===== config.mk =====
export PLATFORM = sky130hd
export DESIGN_NAME = ntps_isqrt
export DESIGN_NICKNAME = d
export VERILOG_FILES = /design/src/rtl/core/ntps_pkg.sv /design/src/rtl/core/ntps_isqrt.sv
export SDC_FILE = /design/constraint.sdc
export NUM_CORES = 1
export LEC_CHECK = 0
export BUFFER_PORTS_ARGS = -buffer_cell sky130_fd_sc_hd__buf_2
export CAP_MARGIN = 30
export CORE_MARGIN = 3
export CORE_UTILIZATION = 45
export DETAILED_ROUTE_END_ITERATION = 8
export PLACE_DENSITY = 0.69
export SYNTH_ARGS = -nofsm -noshare
export SYNTH_HDL_FRONTEND = slang
export SYNTH_SLANG_ARGS = --single-unit

===== constraint.sdc =====
create_clock -name clk_i -period 2.4 [get_ports clk_i]
set_clock_uncertainty 0.15 [all_clocks]
set_input_delay 0 -clock clk_i [delete_from_list [all_inputs] [get_ports clk_i]]
set_output_delay 0 -clock clk_i [all_outputs]
set_load 0.02 [all_outputs]

===== src/rtl/core/ntps_pkg.sv =====
// Shared types, widths and codes of the nearest-two point search block.
package ntps_pkg;

  localparam int DEPTH_DEF = 4096;
  localparam int COORD_W   = 24;
  localparam int SLOT_W    = 12;
  localparam int RAD_W     = 12;
  localparam int CNT_W     = 13;
  localparam int DIST_W    = 52;
  localparam int ROOT_W    = DIST_W / 2;
  localparam int SQ_W      = 2 * COORD_W;

  localparam logic REQ_STORE = 1'b0;
  localparam logic REQ_QUERY = 1'b1;

  localparam logic MODE_SQUARED = 1'b0;
  localparam logic MODE_SIZED   = 1'b1;

  typedef struct packed {
    logic                      req_type;
    logic [SLOT_W-1:0]         slot;
    logic signed [COORD_W-1:0] pos_x;
    logic signed [COORD_W-1:0] pos_y;
    logic [RAD_W-1:0]          item_radius;
    logic [CNT_W-1:0]          search_count;
  } ntps_req_t;

  typedef struct packed {
    logic signed [DIST_W-1:0] best_distance;
    logic signed [DIST_W-1:0] second_distance;
    logic [SLOT_W-1:0]        nearest_index;
    logic                     second_found;
  } ntps_res_t;

  typedef struct packed {
    logic [COORD_W-1:0] x;
    logic [COORD_W-1:0] y;
    logic [RAD_W-1:0]   r;
  } ntps_point_t;

  typedef enum logic [2:0] {
    S_IDLE,
    S_READ,
    S_SQX,
    S_SQY,
    S_SUM,
    S_ROOT,
    S_CMP
  } ntps_state_e;

endpackage


===== src/rtl/core/ntps_isqrt.sv =====
// Integer floor square root, two radicand bits per cycle.
module ntps_isqrt (
  input  logic                          clk_i,
  input  logic                          rst_ni,
  input  logic                          start_i,
  input  logic [ntps_pkg::DIST_W-1:0]   radicand_i,
  output logic                          done_o,
  output logic [ntps_pkg::ROOT_W-1:0]   root_o
);

  localparam int RW = ntps_pkg::ROOT_W;
  localparam int DW = ntps_pkg::DIST_W;
  localparam int CW = $clog2(RW + 1);

  logic [DW-1:0] rad_q, rad_d;
  logic [RW+1:0] rem_q, rem_d;
  logic [RW-1:0] root_q, root_d;
  logic [CW-1:0] cnt_q, cnt_d;
  logic          run_q, run_d;
  logic          done_q, done_d;
  logic [RW+1:0] rem_sh;
  logic [RW+1:0] trial;

  // One restoring step per cycle
  always_comb begin
    rad_d  = rad_q;
    rem_d  = rem_q;
    root_d = root_q;
    cnt_d  = cnt_q;
    run_d  = run_q;
    done_d = 1'b0;
    rem_sh = {rem_q[RW-1:0], rad_q[DW-1:DW-2]};
    trial  = {root_q, 2'b01};
    if (start_i) begin
      rad_d  = radicand_i;
      rem_d  = '0;
      root_d = '0;
      cnt_d  = '0;
      run_d  = 1'b1;
    end else if (run_q) begin
      rad_d = {rad_q[DW-3:0], 2'b00};
      if (rem_sh >= trial) begin
        rem_d  = rem_sh - trial;
        root_d = {root_q[RW-2:0], 1'b1};
      end else begin
        rem_d  = rem_sh;
        root_d = {root_q[RW-2:0], 1'b0};
      end
      cnt_d = cnt_q + 1'b1;
      if (cnt_q == CW'(RW - 1)) begin
        run_d  = 1'b0;
        done_d = 1'b1;
      end
    end
  end

  always_ff @(posedge clk_i or negedge rst_ni) begin
    if (!rst_ni) begin
      cnt_q  <= '0;
      run_q  <= 1'b0;
      done_q <= 1'b0;
    end else begin
      cnt_q  <= cnt_d;
      run_q  <= run_d;
      done_q <= done_d;
    end
  end

  always_ff @(posedge clk_i) begin
    rad_q  <= rad_d;
    rem_q  <= rem_d;
    root_q <= root_d;
  end

  assign done_o = done_q;
  assign root_o = root_q;

endmodule

* Word level (Yosys, flattened, before mapping)
Cells that the tools add are included.
Storage, ports and cells: logic and storage cells 23, bits of input ports 55, register bits after elaboration 111
Cells by class: eq/ne operators 1, reductions and logical operators 1, order comparisons 1, multiplexer cells 12, add/sub/neg operators 2
Operators by type and width (number):
- $mux 52 | 2
- $ge 28x28->1 | 1
- $mux 26 | 1
- $sub 26x26->26 | 1
- $mux 5 | 2
- $mux 1 | 7
- $add 5x1->5 const B | 1
- $eq 5x5->1 const B | 1
- $reduce_bool 2->1 | 1

* Longest topological paths before layout
depth after elaboration 4, depth in mapped cells 13, mapped depth without buffers 10

* Worst setup path after synthesis
Ideal clock, no wire load.
path kind reg2reg, start register root_q[9] (netlist: root_o[9]), end register rem_q[18], data arrival time 2.414 ns, setup slack -0.252 ns, period minus slack after synthesis 2.652 ns, cell stages (with the launch flop) 14, library setup time 0.088 ns, cells stage by stage dfxtp_1 inv_1 ha_1 buf_2 nand4_1 a21oi_1 o21ai_2 a21oi_4 a31oi_1 o21a_1 buf_6 buf_6 and3b_1 nor4_2
Between the ends: longest elaborated chain between the ends 2, elaborated cells between the ends (all ways) 3
RTL lines:
- start, declared | line ntps_isqrt.sv:17 | logic [RW-1:0] root_q, root_d;
- start signal, assigned | line ntps_isqrt.sv:72 | root_q <= root_d;
- $sub 26x26->26 / $ge 28x28->1 (equally long branches) | line ntps_isqrt.sv:43, ntps_isqrt.sv:42
- $mux 26 (*) | line ntps_isqrt.sv:42 | if (rem_sh >= trial) begin
- end signal, assigned | line ntps_isqrt.sv:71 | rem_q <= rem_d;
- end, declared | line ntps_isqrt.sv:16 | logic [RW+1:0] rem_q, rem_d;
Mark *: on every way between the ends. The rest lies on a longest branch, timed or not. A chain may end at the register's enable or synchronous reset.

* Worst setup path after layout
start register root_q[0] (netlist: root_o[0]), end register rem_q[21]
Same word-level chain as after synthesis.

==> out/results.tsv <==
stage	metric	value	unit
status	status	finished with violations	
status	failing checks	negative setup slack	
worst_setup_path	Crit Path Class	reg2reg	
routing	via count	5164	
flow_run	max-cap viol count	0	
synth	post-synthesis sequential area ratio	45.8	%
routing	Detailed Route WL	16400	um
cts	Clock Pin Slew Worst Setup and Hold Paths	0.08	ns
worst_setup_path	Crit Reg-Reg Startpoint	root_o[0]$_SDFFE_PP0P_	
pwr	Leak	3.91	nW
layout	Syn-to-layout area delta	45.5	%
floorplanning	Die Wd	122	um
placed_design	port bufs	81	
grt	first-pass GRT wire length	26200	um
grt	largest net degree at the start of global routing	53	
worst_setup_path	Crit. End Element	flip-flop	
layout	fin nets	872	
worst_setup_path	CP peak stage delay	0.35	ns
worst_setup_path	CP max FO	4	
synth	yosys warns	0	
layout	fillcell total	945	
cts	Root Buffer	clkbuf_16	
floorplanning	Initial Util	47.1	%
timing	Max Freq	0.396	GHz
layout	final non-filler cell total	964	
routing	Vias/cell	5.36	
worst_setup_path	CP top delay family	compound AO/OA/AOI/OAI gates	
routing	drt first pass iters	5	
timing	final worst slack	-0.128	ns
placed_design	Final Wtd Congestion	0.983	
worst_setup_path	CP arrival	2.66	ns
layout	Final Core Density	68.5	%
timing	worst slew pin tran	0.550	ns
cts	Num CTS Buffers	9	
worst_setup_path	CP max stage cell	dfxtp_4	
timing	post-route minimum period	2.53	ns
synth	syn_area_per_cell	10.7	um^2
floorplanning	Ports	82	
pwr	Pwr per Cell Area	1140	nW/um^2
grt	vias in the first global route	5334	
worst_setup_path	cell count of the worst reg-to-reg path	10	
routing	DRT antenna net count	0	
pwr	Max IR drop VDD	0.000618	V
layout	# diodes	0	
floorplanning	total die area	14900	um^2
worst_setup_path	crit path launch type	flip-flop	
pwr	Power, Total	10.1	mW
grt	GRT Total Usage	22.1	%
timing	Period Utilization, post-route	105	%
placed_design	Final HPWL DP	9950	um
min_path	Worst Hold Depth	2	
routing	Starting DRT DRC Count	273	
timing	Fin. Hold Viols	0	
placed_design	Placement Setup Slack	-0.234	ns
timing	number of max-slew violations in the final report	0	
routing	routed wire length per instance	17.0	um
min_path	Hold Path Origin	start_i	
timing	Max-Slew Margin vs Limit	63.3	%
grt	total grt overflow	0	
placed_design	dpl cells	883	
synth	Synth async-reset ratio	6.31	%
min_path	worst-case hold path end point	run_q$_DFF_PN0_	
synth	number of distinct library cells after synthesis	63	
synth	Synth Register Bits	111	
routing	# DRC	0	
worst_setup_path	CP cell instances	inv_2 > ha_4 > o211ai_1 > o211a_1 > o211ai_1 > nand2_1 > a211oi_2 > xor2_1 > mux2i_1 > a211oi_2	
grt	antenna violations before repair	0	
synth	number of enable flip-flop cells after synthesis	52	
floorplanning	FP Rows	41	
worst_setup_path	CP Data Required Time	2.53	ns
timing	RSZ-0062 raised after global routing	yes	
synth	mapped cell area	6060	um^2
worst_setup_path	FF-to-FF End	rem_q[21]$_SDFFE_PP0P_	
synth	Synth Flop Type	edfxtp_1	
floorplanning	Core Area	12900	um^2
cts	clk sinks	111	
cts	Worst-Skew Late Latency	0.36	ns
worst_setup_path	crit path buf inv count	1	
worst_setup_path	R2R Setup Slk	-0.13	ns
synth	Synth Instances	565	
cts	Bufs on Longest Clock Path	2	
min_path	Hold WC Path Type	in2reg	
cts	H-tree Lvls	3	
layout	share of cells above drive strength 1	45.6	%
synth	Post-Syn Nets	650	
floorplanning	Chip Height	122	um
cts	TritonCTS clock tree	yes	
timing	final setup vio count	23	
## flip-flops by register name, summed over array words and instances, names as in the netlist
name    cells
cnt_q       5
done_o      1
rad_q      52
rem_q      26
root_o     26
run_q       1
## stage by stage
step           cell area [um^2]  TNS (ns)  hold WS (ns)
5_1_grt                    8820     -3.78        0.0403
6_report                   8820     -1.15        0.0362
3_3_place_gp               7420     -1.31        -0.316
4_1_cts                    8590     -1.40        0.0185
3_5_place_dp               7420     -2.37        -0.305
2_1_floorplan              6220    -0.185        -0.446
## per-layer routing
metal,vias up,track usage (%),routed length (um)
li1,2502,-,-
met1,2512,26.6,6860
met4,0,5.39,193
met3,18,5.76,747
met2,132,39.6,8600
met5,-,0,0
## cells by family after synthesis
| family | count (synthesis) | synth area share (%) |
|---|---|---|
| adder cells (fa/ha/maj) | 30 | 6.19 |
| buffers and inverters | 65 | 4.54 |
| flip-flops | 111 | 45.8 |
| AND/OR/NAND/NOR | 129 | 10.3 |
| multiplexers | 95 | 16.7 |
| XOR/XNOR | 26 | 3.76 |
| AO/OA/AOI/OAI | 109 | 12.7 |
## what timing repair did
| action | CTS | global route |
|---|---|---|
| setup endpoints to repair | 27 | 27 |
| resized for setup | 51 | 44 |
| hold endpoints to repair | 59 | 0 |
| cloned | 2 | 0 |
| pin swaps | 30 | 41 |
| setup buffers | 6 | 3 |
| hold buffers | 54 | 0 |
## cells in the mapped netlist (6+ instances only)
cell type	count	area, um^2
nand2_1	13	48.8
inv_1	34	128
dfrtp_1	7	175
ha_1	30	375
mux2i_1	45	450
nor3_1	7	35.0
xor2_1	11	96.3
o21ai_0	11	55.1
buf_1	6	22.5
a211oi_1	26	195
and3_1	6	37.5
a21o_1	13	97.6
mux2_2	50	563
xnor2_1	15	131
nand4_1	6	37.5
edfxtp_1	52	1560
nor2_1	68	255
a21oi_1	21	105
clkbuf_1	17	63.8
dfxtp_1	52	1040
## power breakdown
group | internal [mW] | total, mW | switching (mW)
Sequential | 2.27 | 2.46 | 0.182
Clock | 0.769 | 1.54 | 0.769
Combinational | 3.21 | 6.09 | 2.88
Total | 6.26 | 10.1 | 3.83
## placed cells by master, fill, tap and decap left out, types with 4 or more instances in the layout
cell type,count
buf_4,99
buf_2,80
nor2_1,65
dlygate4sd3_1,54
edfxtp_1,52
mux2_2,50
mux2i_1,43
dfxtp_1,29
inv_1,24
a211oi_1,20
dfxtp_2,17
a21oi_1,15
ha_4,15
xnor2_1,14
ha_1,14
a21o_1,13
nand2_1,11
xor2_1,11
inv_2,9
clkbuf_16,9
o21ai_0,7
a21oi_2,6
nand4_1,6
a211oi_2,6
dfrtp_1,6
dfxtp_4,6
nor3_2,5
and3_1,4
nor2b_1,4
## final cells by class
cell class                      count  area (um^2)  area share, %
Clock inverter                      6         66.3          0.752
Inverter                           34          130           1.47
Multi-Input combinational cell    389         3510           39.8
Clock buffer                       10          239           2.71
Timing Repair Buffer              242         1840           20.8
Tap cell                          172          215           2.44
Sequential cell                   111         2820           32.0
## how the worst max path moves through the flow
stage                           startpoint                endpoint  slack, ns  cells past startpoint
floorplan           root_o[6]$_SDFFE_PP0P_   rem_q[8]$_SDFFE_PP0P_      -0.02                     13
global route        root_o[3]$_SDFFE_PP0P_  rem_q[13]$_SDFFE_PP0P_      -0.25                     10
detailed placement  root_o[8]$_SDFFE_PP0P_  rem_q[25]$_SDFFE_PP0P_      -0.23                     11
global placement    root_o[8]$_SDFFE_PP0P_  rem_q[25]$_SDFFE_PP0P_      -0.18                     11
CTS                 root_o[8]$_SDFFE_PP0P_  rem_q[21]$_SDFFE_PP0P_      -0.11                     11
finish              root_o[0]$_SDFFE_PP0P_  rem_q[21]$_SDFFE_PP0P_      -0.13                     10
Note: power is estimated with default switching activity, not from simulation.
